--- src/sv/i2cem_pkg.sv ---
// Types and constants shared by the I2C EEPROM master files.
`default_nettype none
package i2cem_pkg;

  typedef enum logic [1:0] {
    CMD_NONE  = 2'd0,
    CMD_WRITE = 2'd1,
    CMD_READ  = 2'd2,
    CMD_POLL  = 2'd3
  } cmd_t;

  typedef enum logic [3:0] {
    PH_IDLE  = 4'd0,
    PH_S1    = 4'd1,
    PH_S2    = 4'd2,
    PH_S3    = 4'd3,
    PH_TXL   = 4'd4,
    PH_TXH   = 4'd5,
    PH_AL    = 4'd6,
    PH_AH    = 4'd7,
    PH_AS    = 4'd8,
    PH_RXH   = 4'd9,
    PH_RXS   = 4'd10,
    PH_NACKH = 4'd11,
    PH_P1    = 4'd12,
    PH_P2    = 4'd13,
    PH_P3    = 4'd14
  } phase_t;

  localparam logic [2:0] ST_OK          = 3'd0;
  localparam logic [2:0] ST_NACK_RDCTL  = 3'd5;
  localparam logic [2:0] ST_STRETCH     = 3'd6;
  localparam logic [2:0] ST_STOP_FAIL   = 3'd7;

  localparam logic [1:0] IDX_CTRL   = 2'd0;
  localparam logic [1:0] IDX_ADDRHI = 2'd1;
  localparam logic [1:0] IDX_ADDRLO = 2'd2;
  localparam logic [1:0] IDX_LAST   = 2'd3;

  localparam logic [1:0] REG_DEV_ADDR   = 2'd0;
  localparam logic [1:0] REG_STOP_WAIT  = 2'd1;
  localparam logic [1:0] REG_STOP_RETRY = 2'd2;
  localparam logic [1:0] REG_STRETCH    = 2'd3;

  localparam logic [6:0] DEV_ADDR_RST   = 7'd80;
  localparam logic [7:0] STOP_WAIT_RST  = 8'd10;
  localparam logic [3:0] STOP_RETRY_RST = 4'd4;
  localparam logic [3:0] STRETCH_RST    = 4'd3;

  localparam logic [3:0] BITS_PER_BYTE  = 4'd8;

  typedef struct packed {
    logic [6:0] dev_addr;
    logic [7:0] stop_wait;
    logic [3:0] stop_retry;
    logic [3:0] stretch;
  } cfg_t;

  typedef struct packed {
    logic [1:0]  cmd;
    logic [15:0] mem_addr;
    logic [7:0]  wr_data;
    logic [7:0]  poll_tries;
    logic        scl_in;
    logic        sda_in;
  } in_item_t;

  typedef struct packed {
    logic       scl_release;
    logic       sda_release;
    logic       busy_res;
    logic       done_res;
    logic [2:0] status;
    logic [7:0] rd_data;
  } out_item_t;

endpackage
`default_nettype wire

--- src/sv/i2cem_if.sv ---
// Valid/ready channel interfaces for the tick and result items.
`default_nettype none
interface i2cem_in_if;
  logic        valid;
  logic        ready;
  logic [1:0]  cmd;
  logic [15:0] mem_addr;
  logic [7:0]  wr_data;
  logic [7:0]  poll_tries;
  logic        scl_in;
  logic        sda_in;

  modport source (output valid, cmd, mem_addr, wr_data, poll_tries, scl_in, sda_in,
                  input ready);
  modport sink (input valid, cmd, mem_addr, wr_data, poll_tries, scl_in, sda_in,
                output ready);
endinterface

interface i2cem_out_if;
  logic       valid;
  logic       ready;
  logic       scl_release;
  logic       sda_release;
  logic       busy_res;
  logic       done_res;
  logic [2:0] status;
  logic [7:0] rd_data;

  modport source (output valid, scl_release, sda_release, busy_res, done_res, status,
                  rd_data, input ready);
  modport sink (input valid, scl_release, sda_release, busy_res, done_res, status,
                rd_data, output ready);
endinterface
`default_nettype wire

--- src/sv/i2cem_queue.sv ---
// Two-entry item queue with independent push and pop handshakes.
`default_nettype none
module i2cem_queue #(
  parameter type T = logic
) (
  input  wire logic clk,
  input  wire logic rst_n,
  input  wire logic push_valid,
  output logic      push_ready,
  input  wire T     push_data,
  output logic      pop_valid,
  input  wire logic pop_ready,
  output T          pop_data
);

  T           mem_r [2];
  logic       wr_ptr_r, wr_ptr_nxt;
  logic       rd_ptr_r, rd_ptr_nxt;
  logic [1:0] cnt_r, cnt_nxt;
  logic       push, pop;

  assign push_ready = (cnt_r != 2'd2);
  assign pop_valid  = (cnt_r != 2'd0);
  assign pop_data   = mem_r[rd_ptr_r];
  assign push       = push_valid && push_ready;
  assign pop        = pop_valid && pop_ready;

  always_comb begin
    wr_ptr_nxt = push ? ~wr_ptr_r : wr_ptr_r;
    rd_ptr_nxt = pop ? ~rd_ptr_r : rd_ptr_r;
    cnt_nxt    = cnt_r + {1'b0, push} - {1'b0, pop};
  end

  always_ff @(posedge clk) begin
    if (!rst_n) begin
      wr_ptr_r <= 1'b0;
      rd_ptr_r <= 1'b0;
      cnt_r    <= 2'd0;
    end else begin
      wr_ptr_r <= wr_ptr_nxt;
      rd_ptr_r <= rd_ptr_nxt;
      cnt_r    <= cnt_nxt;
    end
  end

  always_ff @(posedge clk) begin
    if (push) begin
      mem_r[wr_ptr_r] <= push_data;
    end
  end

endmodule
`default_nettype wire

--- src/sv/i2cem_engine.sv ---
// Bus sequencer: steps the I2C transaction by one phase tick per item.
`default_nettype none
module i2cem_engine
  import i2cem_pkg::*;
(
  input  wire logic      clk,
  input  wire logic      rst_n,
  input  wire cfg_t      cfg,
  input  wire logic      in_valid,
  output logic           in_ready,
  input  wire in_item_t  in_item,
  output logic           res_valid,
  input  wire logic      res_ready,
  output out_item_t      res_item
);

  phase_t     phase_r, phase_nxt;
  logic [3:0] bit_cnt_r, bit_cnt_nxt;
  logic [7:0] shift_r, shift_nxt;
  logic [1:0] byte_idx_r, byte_idx_nxt;
  logic [7:0] wait_r, wait_nxt;
  logic [3:0] stop_att_r, stop_att_nxt;
  logic [7:0] polls_r, polls_nxt;
  logic [15:0] addr_r, addr_nxt;
  logic [7:0] data_r, data_nxt;
  logic [2:0] status_r, status_nxt;
  cmd_t       kind_r, kind_nxt;

  logic       step;
  logic       o_scl, o_sda, busy, finish;
  logic [3:0] att_inc;
  logic [3:0] bit_dec;
  logic       stop_fail;
  logic       stop_timeout;
  logic [1:0] idx_inc;

  function automatic logic [7:0] byte_for(input logic [1:0] idx, input logic [6:0] dev,
                                          input logic [15:0] addr, input logic [7:0] data,
                                          input cmd_t kind);
    logic [7:0] b;
    unique case (idx)
      IDX_CTRL:   b = {dev, 1'b0};
      IDX_ADDRHI: b = addr[15:8];
      IDX_ADDRLO: b = addr[7:0];
      default:    b = (kind == CMD_READ) ? {dev, 1'b1} : data;
    endcase
    return b;
  endfunction

  assign step         = in_valid && res_ready;
  assign in_ready     = res_ready;
  assign res_valid    = in_valid;
  assign att_inc      = stop_att_r + 4'd1;
  assign bit_dec      = bit_cnt_r - 4'd1;
  assign idx_inc      = byte_idx_r + 2'd1;
  assign stop_fail    = (att_inc >= cfg.stop_retry);
  assign stop_timeout = (wait_r >= cfg.stop_wait);

  // next state
  always_comb begin
    phase_nxt    = phase_r;
    bit_cnt_nxt  = bit_cnt_r;
    shift_nxt    = shift_r;
    byte_idx_nxt = byte_idx_r;
    wait_nxt     = wait_r;
    stop_att_nxt = stop_att_r;
    polls_nxt    = polls_r;
    addr_nxt     = addr_r;
    data_nxt     = data_r;
    status_nxt   = status_r;
    kind_nxt     = kind_r;
    unique case (phase_r)
      PH_IDLE: begin
        if (in_item.cmd != CMD_NONE) begin
          kind_nxt     = cmd_t'(in_item.cmd);
          addr_nxt     = in_item.mem_addr;
          data_nxt     = in_item.wr_data;
          polls_nxt    = in_item.poll_tries;
          byte_idx_nxt = IDX_CTRL;
          status_nxt   = ST_OK;
          stop_att_nxt = 4'd0;
          phase_nxt    = PH_S1;
        end
      end
      PH_S1: phase_nxt = PH_S2;
      PH_S2: phase_nxt = PH_S3;
      PH_S3: begin
        shift_nxt   = byte_for(byte_idx_r, cfg.dev_addr, addr_r, data_r, kind_r);
        bit_cnt_nxt = BITS_PER_BYTE;
        phase_nxt   = PH_TXL;
      end
      PH_TXL: phase_nxt = PH_TXH;
      PH_TXH: begin
        shift_nxt   = {shift_r[6:0], 1'b0};
        bit_cnt_nxt = bit_dec;
        phase_nxt   = (bit_dec != 4'd0) ? PH_TXL : PH_AL;
      end
      PH_AL: phase_nxt = PH_AH;
      PH_AH: phase_nxt = PH_AS;
      PH_AS: begin
        if (in_item.sda_in) begin
          if (kind_r == CMD_POLL && polls_r != 8'd0) begin
            polls_nxt = polls_r - 8'd1;
            phase_nxt = PH_S1;
          end else begin
            status_nxt   = (kind_r == CMD_READ && byte_idx_r == IDX_LAST) ? ST_NACK_RDCTL
                                                                         : {1'b0, byte_idx_r} + 3'd1;
            stop_att_nxt = 4'd0;
            phase_nxt    = PH_P1;
          end
        end else if (kind_r == CMD_WRITE && byte_idx_r != IDX_LAST) begin
          byte_idx_nxt = idx_inc;
          shift_nxt    = byte_for(idx_inc, cfg.dev_addr, addr_r, data_r, kind_r);
          bit_cnt_nxt  = BITS_PER_BYTE;
          phase_nxt    = PH_TXL;
        end else if (kind_r == CMD_READ && byte_idx_r != IDX_LAST) begin
          byte_idx_nxt = idx_inc;
          if (byte_idx_r == IDX_ADDRLO) begin
            phase_nxt = PH_S1;
          end else begin
            shift_nxt   = byte_for(idx_inc, cfg.dev_addr, addr_r, data_r, kind_r);
            bit_cnt_nxt = BITS_PER_BYTE;
            phase_nxt   = PH_TXL;
          end
        end else if (kind_r == CMD_READ) begin
          shift_nxt   = 8'd0;
          bit_cnt_nxt = BITS_PER_BYTE;
          phase_nxt   = PH_RXH;
        end else begin
          stop_att_nxt = 4'd0;
          phase_nxt    = PH_P1;
        end
      end
      PH_RXH: begin
        wait_nxt  = 8'd1;
        phase_nxt = PH_RXS;
      end
      PH_RXS: begin
        if (in_item.scl_in) begin
          shift_nxt   = {shift_r[6:0], in_item.sda_in};
          bit_cnt_nxt = bit_dec;
          phase_nxt   = (bit_dec != 4'd0) ? PH_RXH : PH_NACKH;
        end else if (wait_r >= {4'd0, cfg.stretch}) begin
          status_nxt   = ST_STRETCH;
          stop_att_nxt = 4'd0;
          phase_nxt    = PH_P1;
        end else begin
          wait_nxt = wait_r + 8'd1;
        end
      end
      PH_NACKH: begin
        stop_att_nxt = 4'd0;
        phase_nxt    = PH_P1;
      end
      PH_P1: phase_nxt = PH_P2;
      PH_P2: begin
        wait_nxt  = 8'd0;
        phase_nxt = PH_P3;
      end
      PH_P3: begin
        if (in_item.scl_in) begin
          phase_nxt = PH_IDLE;
        end else if (stop_timeout) begin
          stop_att_nxt = att_inc;
          if (stop_fail) begin
            status_nxt = ST_STOP_FAIL;
            phase_nxt  = PH_IDLE;
          end else begin
            phase_nxt = PH_P1;
          end
        end else begin
          wait_nxt = wait_r + 8'd1;
        end
      end
      default: phase_nxt = PH_IDLE;
    endcase
  end

  // line and status outputs
  always_comb begin
    o_scl  = 1'b1;
    o_sda  = 1'b1;
    busy   = 1'b1;
    finish = 1'b0;
    unique case (phase_r)
      PH_IDLE: busy = (in_item.cmd != CMD_NONE);
      PH_S2:   o_sda = 1'b0;
      PH_S3: begin
        o_sda = 1'b0;
        o_scl = 1'b0;
      end
      PH_TXL: begin
        o_scl = 1'b0;
        o_sda = shift_r[7];
      end
      PH_TXH:  o_sda = shift_r[7];
      PH_AL:   o_scl = 1'b0;
      PH_AS:   o_scl = 1'b0;
      PH_RXS:  o_scl = ~in_item.scl_in;
      PH_P1: begin
        o_scl = 1'b0;
        o_sda = 1'b0;
      end
      PH_P2:   o_sda = 1'b0;
      PH_P3: begin
        if (in_item.scl_in || (stop_timeout && stop_fail)) begin
          finish = 1'b1;
        end else begin
          o_sda = 1'b0;
        end
      end
      PH_S1, PH_AH, PH_RXH, PH_NACKH: begin
        o_scl = 1'b1;
      end
      default: busy = 1'b0;
    endcase
  end

  always_comb begin
    res_item.scl_release = o_scl;
    res_item.sda_release = o_sda;
    res_item.busy_res    = busy && !finish;
    res_item.done_res    = finish;
    res_item.status      = status_nxt;
    res_item.rd_data     = (finish && kind_r == CMD_READ && status_nxt == ST_OK) ? shift_r
                                                                               : 8'd0;
  end

  always_ff @(posedge clk) begin
    if (!rst_n) begin
      phase_r    <= PH_IDLE;
      bit_cnt_r  <= 4'd0;
      shift_r    <= 8'd0;
      byte_idx_r <= IDX_CTRL;
      wait_r     <= 8'd0;
      stop_att_r <= 4'd0;
      polls_r    <= 8'd0;
      addr_r     <= 16'd0;
      data_r     <= 8'd0;
      status_r   <= ST_OK;
      kind_r     <= CMD_NONE;
    end else if (step) begin
      phase_r    <= phase_nxt;
      bit_cnt_r  <= bit_cnt_nxt;
      shift_r    <= shift_nxt;
      byte_idx_r <= byte_idx_nxt;
      wait_r     <= wait_nxt;
      stop_att_r <= stop_att_nxt;
      polls_r    <= polls_nxt;
      addr_r     <= addr_nxt;
      data_r     <= data_nxt;
      status_r   <= status_nxt;
      kind_r     <= kind_nxt;
    end
  end

endmodule
`default_nettype wire

--- src/sv/i2c_eeprom_master.sv ---
// Top level of the I2C EEPROM master: register port, tick queue, sequencer, result queue.
//
// Open-drain I2C master for a two-byte-addressed EEPROM (byte write, random byte read,
// ACK polling). Every input item is one bus phase tick and yields exactly one result
// item holding the SCL/SDA releases for that tick, busy, done, status and read data.
// Items are taken one per clock while the tick queue has room: a two-entry queue holds
// incoming ticks, the sequencer steps one tick per cycle whenever the two-entry result
// queue has room, and each result is registered in that queue. Configuration registers
// (device_address, stop_wait_limit, stop_retry_limit, stretch_tries) sit at byte
// addresses 0, 4, 8 and 12 and take effect at once.
`default_nettype none
module i2c_eeprom_master
  import i2cem_pkg::*;
(
  input  wire logic        clk,
  input  wire logic        rst_n,
  i2cem_in_if.sink         in_chan,
  i2cem_out_if.source      out_chan,
  input  wire logic        psel,
  input  wire logic        penable,
  input  wire logic        pwrite,
  input  wire logic [3:0]  paddr,
  input  wire logic [31:0] pwdata,
  output logic [31:0]      prdata,
  output logic             pready
);

  cfg_t       cfg_r, cfg_nxt;
  logic       cfg_wr;
  logic [1:0] reg_sel;

  in_item_t   in_item;
  in_item_t   head_item;
  logic       head_valid, head_ready;
  out_item_t  res_item, out_item;
  logic       res_valid, res_ready;

  assign pready  = 1'b1;
  assign reg_sel = paddr[3:2];
  assign cfg_wr  = psel && penable && pwrite && pready;

  always_comb begin
    cfg_nxt = cfg_r;
    if (cfg_wr) begin
      unique case (reg_sel)
        REG_DEV_ADDR:   cfg_nxt.dev_addr   = pwdata[6:0];
        REG_STOP_WAIT:  cfg_nxt.stop_wait  = pwdata[7:0];
        REG_STOP_RETRY: cfg_nxt.stop_retry = pwdata[3:0];
        default:        cfg_nxt.stretch    = pwdata[3:0];
      endcase
    end
  end

  always_comb begin
    unique case (reg_sel)
      REG_DEV_ADDR:   prdata = {25'd0, cfg_r.dev_addr};
      REG_STOP_WAIT:  prdata = {24'd0, cfg_r.stop_wait};
      REG_STOP_RETRY: prdata = {28'd0, cfg_r.stop_retry};
      default:        prdata = {28'd0, cfg_r.stretch};
    endcase
  end

  always_ff @(posedge clk) begin
    if (!rst_n) begin
      cfg_r.dev_addr   <= DEV_ADDR_RST;
      cfg_r.stop_wait  <= STOP_WAIT_RST;
      cfg_r.stop_retry <= STOP_RETRY_RST;
      cfg_r.stretch    <= STRETCH_RST;
    end else begin
      cfg_r <= cfg_nxt;
    end
  end

  always_comb begin
    in_item.cmd        = in_chan.cmd;
    in_item.mem_addr   = in_chan.mem_addr;
    in_item.wr_data    = in_chan.wr_data;
    in_item.poll_tries = in_chan.poll_tries;
    in_item.scl_in     = in_chan.scl_in;
    in_item.sda_in     = in_chan.sda_in;
  end

  i2cem_queue #(.T(in_item_t)) u_in_q (
    .clk        (clk),
    .rst_n      (rst_n),
    .push_valid (in_chan.valid),
    .push_ready (in_chan.ready),
    .push_data  (in_item),
    .pop_valid  (head_valid),
    .pop_ready  (head_ready),
    .pop_data   (head_item)
  );

  i2cem_engine u_engine (
    .clk       (clk),
    .rst_n     (rst_n),
    .cfg       (cfg_r),
    .in_valid  (head_valid),
    .in_ready  (head_ready),
    .in_item   (head_item),
    .res_valid (res_valid),
    .res_ready (res_ready),
    .res_item  (res_item)
  );

  i2cem_queue #(.T(out_item_t)) u_out_q (
    .clk        (clk),
    .rst_n      (rst_n),
    .push_valid (res_valid),
    .push_ready (res_ready),
    .push_data  (res_item),
    .pop_valid  (out_chan.valid),
    .pop_ready  (out_chan.ready),
    .pop_data   (out_item)
  );

  assign out_chan.scl_release = out_item.scl_release;
  assign out_chan.sda_release = out_item.sda_release;
  assign out_chan.busy_res    = out_item.busy_res;
  assign out_chan.done_res    = out_item.done_res;
  assign out_chan.status      = out_item.status;
  assign out_chan.rd_data     = out_item.rd_data;

endmodule
`default_nettype wire

--- src/flat_wrapper.sv ---
// flat-port wrapper written by rule: the top's interface ports become plain ports
module i2c_eeprom_master_flat import i2cem_pkg::*;
  (clk, rst_n, psel, penable, pwrite, paddr, pwdata, prdata, pready, in_chan_valid, in_chan_cmd, in_chan_mem_addr, in_chan_wr_data, in_chan_poll_tries, in_chan_scl_in, in_chan_sda_in, in_chan_ready, out_chan_valid, out_chan_scl_release, out_chan_sda_release, out_chan_busy_res, out_chan_done_res, out_chan_status, out_chan_rd_data, out_chan_ready);
  i2cem_in_if in_chan_i ();
  i2cem_out_if out_chan_i ();
  input  wire logic clk;
  input  wire logic rst_n;
  input  wire logic psel;
  input  wire logic penable;
  input  wire logic pwrite;
  input  wire logic [3:0] paddr;
  input  wire logic [31:0] pwdata;
  output logic [31:0] prdata;
  output logic pready;
  input wire logic [$bits(in_chan_i.valid)-1:0] in_chan_valid;
  input wire logic [$bits(in_chan_i.cmd)-1:0] in_chan_cmd;
  input wire logic [$bits(in_chan_i.mem_addr)-1:0] in_chan_mem_addr;
  input wire logic [$bits(in_chan_i.wr_data)-1:0] in_chan_wr_data;
  input wire logic [$bits(in_chan_i.poll_tries)-1:0] in_chan_poll_tries;
  input wire logic [$bits(in_chan_i.scl_in)-1:0] in_chan_scl_in;
  input wire logic [$bits(in_chan_i.sda_in)-1:0] in_chan_sda_in;
  output wire logic [$bits(in_chan_i.ready)-1:0] in_chan_ready;
  output wire logic [$bits(out_chan_i.valid)-1:0] out_chan_valid;
  output wire logic [$bits(out_chan_i.scl_release)-1:0] out_chan_scl_release;
  output wire logic [$bits(out_chan_i.sda_release)-1:0] out_chan_sda_release;
  output wire logic [$bits(out_chan_i.busy_res)-1:0] out_chan_busy_res;
  output wire logic [$bits(out_chan_i.done_res)-1:0] out_chan_done_res;
  output wire logic [$bits(out_chan_i.status)-1:0] out_chan_status;
  output wire logic [$bits(out_chan_i.rd_data)-1:0] out_chan_rd_data;
  input wire logic [$bits(out_chan_i.ready)-1:0] out_chan_ready;
  assign in_chan_i.valid = in_chan_valid;
  assign in_chan_i.cmd = in_chan_cmd;
  assign in_chan_i.mem_addr = in_chan_mem_addr;
  assign in_chan_i.wr_data = in_chan_wr_data;
  assign in_chan_i.poll_tries = in_chan_poll_tries;
  assign in_chan_i.scl_in = in_chan_scl_in;
  assign in_chan_i.sda_in = in_chan_sda_in;
  assign in_chan_ready = in_chan_i.ready;
  assign out_chan_valid = out_chan_i.valid;
  assign out_chan_scl_release = out_chan_i.scl_release;
  assign out_chan_sda_release = out_chan_i.sda_release;
  assign out_chan_busy_res = out_chan_i.busy_res;
  assign out_chan_done_res = out_chan_i.done_res;
  assign out_chan_status = out_chan_i.status;
  assign out_chan_rd_data = out_chan_i.rd_data;
  assign out_chan_i.ready = out_chan_ready;
  i2c_eeprom_master u_core (.clk(clk), .rst_n(rst_n), .in_chan(in_chan_i), .out_chan(out_chan_i), .psel(psel), .penable(penable), .pwrite(pwrite), .paddr(paddr), .pwdata(pwdata), .prdata(prdata), .pready(pready));
endmodule
--- config.mk ---
export PLATFORM = sky130hd
export DESIGN_NAME = i2c_eeprom_master_flat
export DESIGN_NICKNAME = d
export VERILOG_FILES = /design/src/sv/i2cem_pkg.sv /design/src/sv/i2cem_if.sv /design/src/sv/i2cem_queue.sv /design/src/sv/i2cem_engine.sv /design/src/sv/i2c_eeprom_master.sv /design/src/flat_wrapper.sv
export SDC_FILE = /design/constraint.sdc
export NUM_CORES = 1
export LEC_CHECK = 0
export BUFFER_PORTS_ARGS = -buffer_cell sky130_fd_sc_hd__buf_2
export CORE_MARGIN = 4
export CORE_UTILIZATION = 42
export DETAILED_ROUTE_END_ITERATION = 8
export PLACE_DENSITY = 0.59
export SLEW_MARGIN = 10
export SYNTH_ARGS = -nofsm -noshare
export SYNTH_HDL_FRONTEND = slang
export SYNTH_SLANG_ARGS = --single-unit
--- constraint.sdc ---
create_clock -name clk -period 7.8 [get_ports clk]
set_input_delay 0.39 -clock clk [delete_from_list [all_inputs] [get_ports clk]]
set_output_delay 0.39 -clock clk [all_outputs]
set_load 0.02 [all_outputs]
==> flow_metrics.py <==
metrics = {
    "final_layout": {
        "nets": 1090,
        "layout-drive-gt1-share_pct": 18.2,
        "area_growth_pct": 12.2,
        "diodes": 0,
        "final_util_pct": 48.2,
    },
    "sta": {
        "fmax_mhz": 316,
        "hold_viol_final": 0,
        "min_period_ns": 3.17,
        "finalSetupTns_ns": 0,
        "period_share_pct": 40.6,
        "drv_slew": 0,
        "holdWs_ns": 0.0561,
        "rsz0062_at_grt": "no",
        "timing.slew.headroom_pct": 20.9,
        "worst_pin_slew_ns": 1.18,
        "setup_violations": 0,
        "fin_skew_ns": 0.0182,
    },
    "route": {
        "drt-pass1-iter-count": 5,
        "ant_nets": 0,
        "wl_per_cell_um": 16.5,
        "drc": 0,
        "drtIter0Drc": 679,
        "wl_um": 21800,
        "vias": 7069,
        "drt-vias-per-instance": 5.38,
    },
    "worst_setup_path": {
        "crit_type": "reg2reg",
        "cp.arrival_ns": 3.57,
        "crit_required_ns": 8.20,
        "startpoint_type": "flip-flop",
        "critPathMaxFanout": 32,
        "end_kind": "flip-flop",
    },
    "synth": {
        "netlist_area_um2": 10100,
        "async_reset_ff_share_pct": 0,
        "synth_cells": 932,
        "ys_seq_elements": 202,
        "yosysUniqueCellTypes": 76,
        "syn_area_per_cell_um2": 10.9,
        "synth-edff-count": 102,
        "synth_flop_cell": "edfxtp_1",
        "synth_warnings": 0,
        "seq_area_frac_synth_pct": 49.9,
    },
    "cts": {
        "cts_tree": "yes",
        "worst_skew_pair.late_latency_ns": 0.52,
        "clockBufferDepth": 3,
        "clockRootBuffer": "clkbuf_16",
        "cts_buffers": 23,
        "htree_levels": 1,
        "cts.sinks": 202,
        "cts-hold-fix-buffers": 0,
        "cts_resized": 0,
        "clk_pin_slew_ns": 0.06,
        "post_cts_buffers": 0,
    },
    "global_routing": {
        "grt_max_degree": 117,
        "grt.met1_usage_pct": 22.6,
        "grt_remaining_overflow": 0,
        "grt_usage_pct": 16.0,
        "use_met2_pct": 25.2,
        "antenna_found_initial": 0,
        "gr-usage-met3_pct": 2.85,
        "grt_busiest_layer": "met2",
        "grt_pass1_vias": 6435,
        "grt_pass1_wl_um": 34700,
    },
    "power": {
        "power.density_nw_per_um2": 316,
        "p_leak_nw": 4.36,
        "finalPower_mw": 3.59,
        "irDropWorstVdd_mv": 0.195,
    },
    "floorplan": {
        "rows": 56,
        "core-area_um2": 23600,
        "die-height_um": 163,
        "die-area_um2": 26700,
        "ioPinCount": 129,
        "start_util_pct": 43.0,
        "die_x_um": 163,
    },
    "place": {
        "hpwl_um": 14700,
        "place.gp.congestion": 0.852,
        "port_buffers": 77,
    },
    "flow_run": {
        "maxCapViolCount": 0,
    },
    "worst_hold_path": {
        "hp-class": "in2reg",
    },
    "status": {
        "outcome": "finished clean",
    },
}
## registers in the layout, indices dropped and copies added, names as in the netlist, named ones only
signal and cells:
u_core.u_engine.byte_idx_r 2, u_core.u_out_q.cnt_r 2, u_core.cfg_r 23, u_core.u_engine.kind_r 2
u_core.u_engine.status_r 3, u_core.u_in_q.cnt_r 2, u_core.u_out_q.mem_r 30, u_core.u_engine.stop_att_r 4
u_core.u_engine.wait_r 8, u_core.u_engine.polls_r 8, u_core.u_engine.bit_cnt_r 4, u_core.u_engine.data_r 8
u_core.u_engine.shift_r 8, u_core.u_out_q.rd_ptr_r 1, u_core.u_in_q.wr_ptr_r 1, u_core.u_in_q.mem_r 72
u_core.u_engine.phase_r 4, u_core.u_in_q.rd_ptr_r 1, u_core.u_out_q.wr_ptr_r 1, u_core.u_engine.addr_r 16
## critical path: stages (launching register included)
cell and delay, ns:
dfxtp_2 0.51, buf_4 0.54, mux2i_4 0.42, a21oi_1 0.12, nor3_2 0.86, nand2_1 0.24
o221a_1 0.32
## synthesized netlist by cell type (13+ instances only)
cell type | instances | area, µm²
nand2_1 | 101 | 379
edfxtp_1 | 102 | 3060
mux2i_1 | 60 | 601
buf_4 | 26 | 195
nand3_1 | 20 | 100
nor2b_1 | 23 | 144
o21ai_0 | 38 | 190
nor2_1 | 41 | 154
inv_1 | 25 | 93.8
mux2_2 | 24 | 270
a21oi_1 | 38 | 190
clkbuf_1 | 34 | 128
dfxtp_1 | 100 | 2000
and2_1 | 13 | 81.3
ha_1 | 32 | 400
o211a_1 | 27 | 270
## power breakdown
part / leakage, nW / switching, mW / internal, mW
Sequential: 1.76 / 0.164 / 1.34
Clock: 0.380 / 0.433 / 0.651
Combinational: 2.22 / 0.572 / 0.434
## placed cells by master (no fill, tap or decap), types with 11 or more instances in the layout
master,netlist,final
a21oi_1,38,38
a221oi_1,11,11
and2_1,13,13
buf_2,11,77
clkbuf_16,0,24
conb_1,2,25
dfxtp_1,100,99
edfxtp_1,102,102
ha_1,32,32
inv_1,25,25
mux2_2,24,24
mux2i_1,60,60
nand2_1,101,101
nand3_1,20,20
nor2_1,41,40
nor2b_1,23,23
o211a_1,27,27
o21ai_0,38,38
## metrics by stage
step	worst slack, ns	std cells	instance area (µm²)
6_report	4.63	1315	11400
5_1_grt	4.37	1315	11400
4_1_cts	4.59	1315	11400
3_5_place_dp	4.61	1273	10600
3_3_place_gp	4.60	1273	10600
2_1_floorplan	5.09	955	10200
## layer usage
layer  share of wire [%]  vias up
met2                  45      186
li1                    -     3524
met1                  47     3320
met4                 2.2        0
met3                 5.7       39
met5                   0        -
## final cells by class
type / count / area [µm²]
Clock buffer: 28 / 639
Clock inverter: 14 / 131
Fill cell: 2211 / 12200
Inverter: 28 / 105
Multi-Input combinational cell: 642 / 4620
Sequential cell: 202 / 5070
Tap cell: 319 / 399
Timing Repair Buffer: 82 / 423
## worst paths after layout
check,startpoint,endpoint,slack (ns),cells past startpoint
worst max-delay path,flip-flop,u_core.u_engine.bit_cnt_r[3],4.63,6
worst min-delay path,in_chan_poll_tries[3],u_core.u_in_q.mem_r[0][5],0.06,1
worst max register to register,flip-flop,u_core.u_engine.bit_cnt_r[3],4.63,6
worst min register to register,u_core.u_engine.polls_r[1],u_core.u_engine.polls_r[1],0.47,2
## cells by family (layout without fill, tap and decap cells)
group / after synthesis / after routing / synth area share (%)
simple gates: 267 / 267 / 14.0
compound gates: 217 / 217 / 15.6
flops: 202 / 202 / 49.9
buf+inv: 111 / 152 / 5.57
mux: 91 / 91 / 10.0
fa+ha+maj: 32 / 32 / 3.95
xor+xnor: 10 / 10 / 0.863
other cells: 2 / 25 / 0.0740
Note: power is estimated with default switching activity, not from simulation.
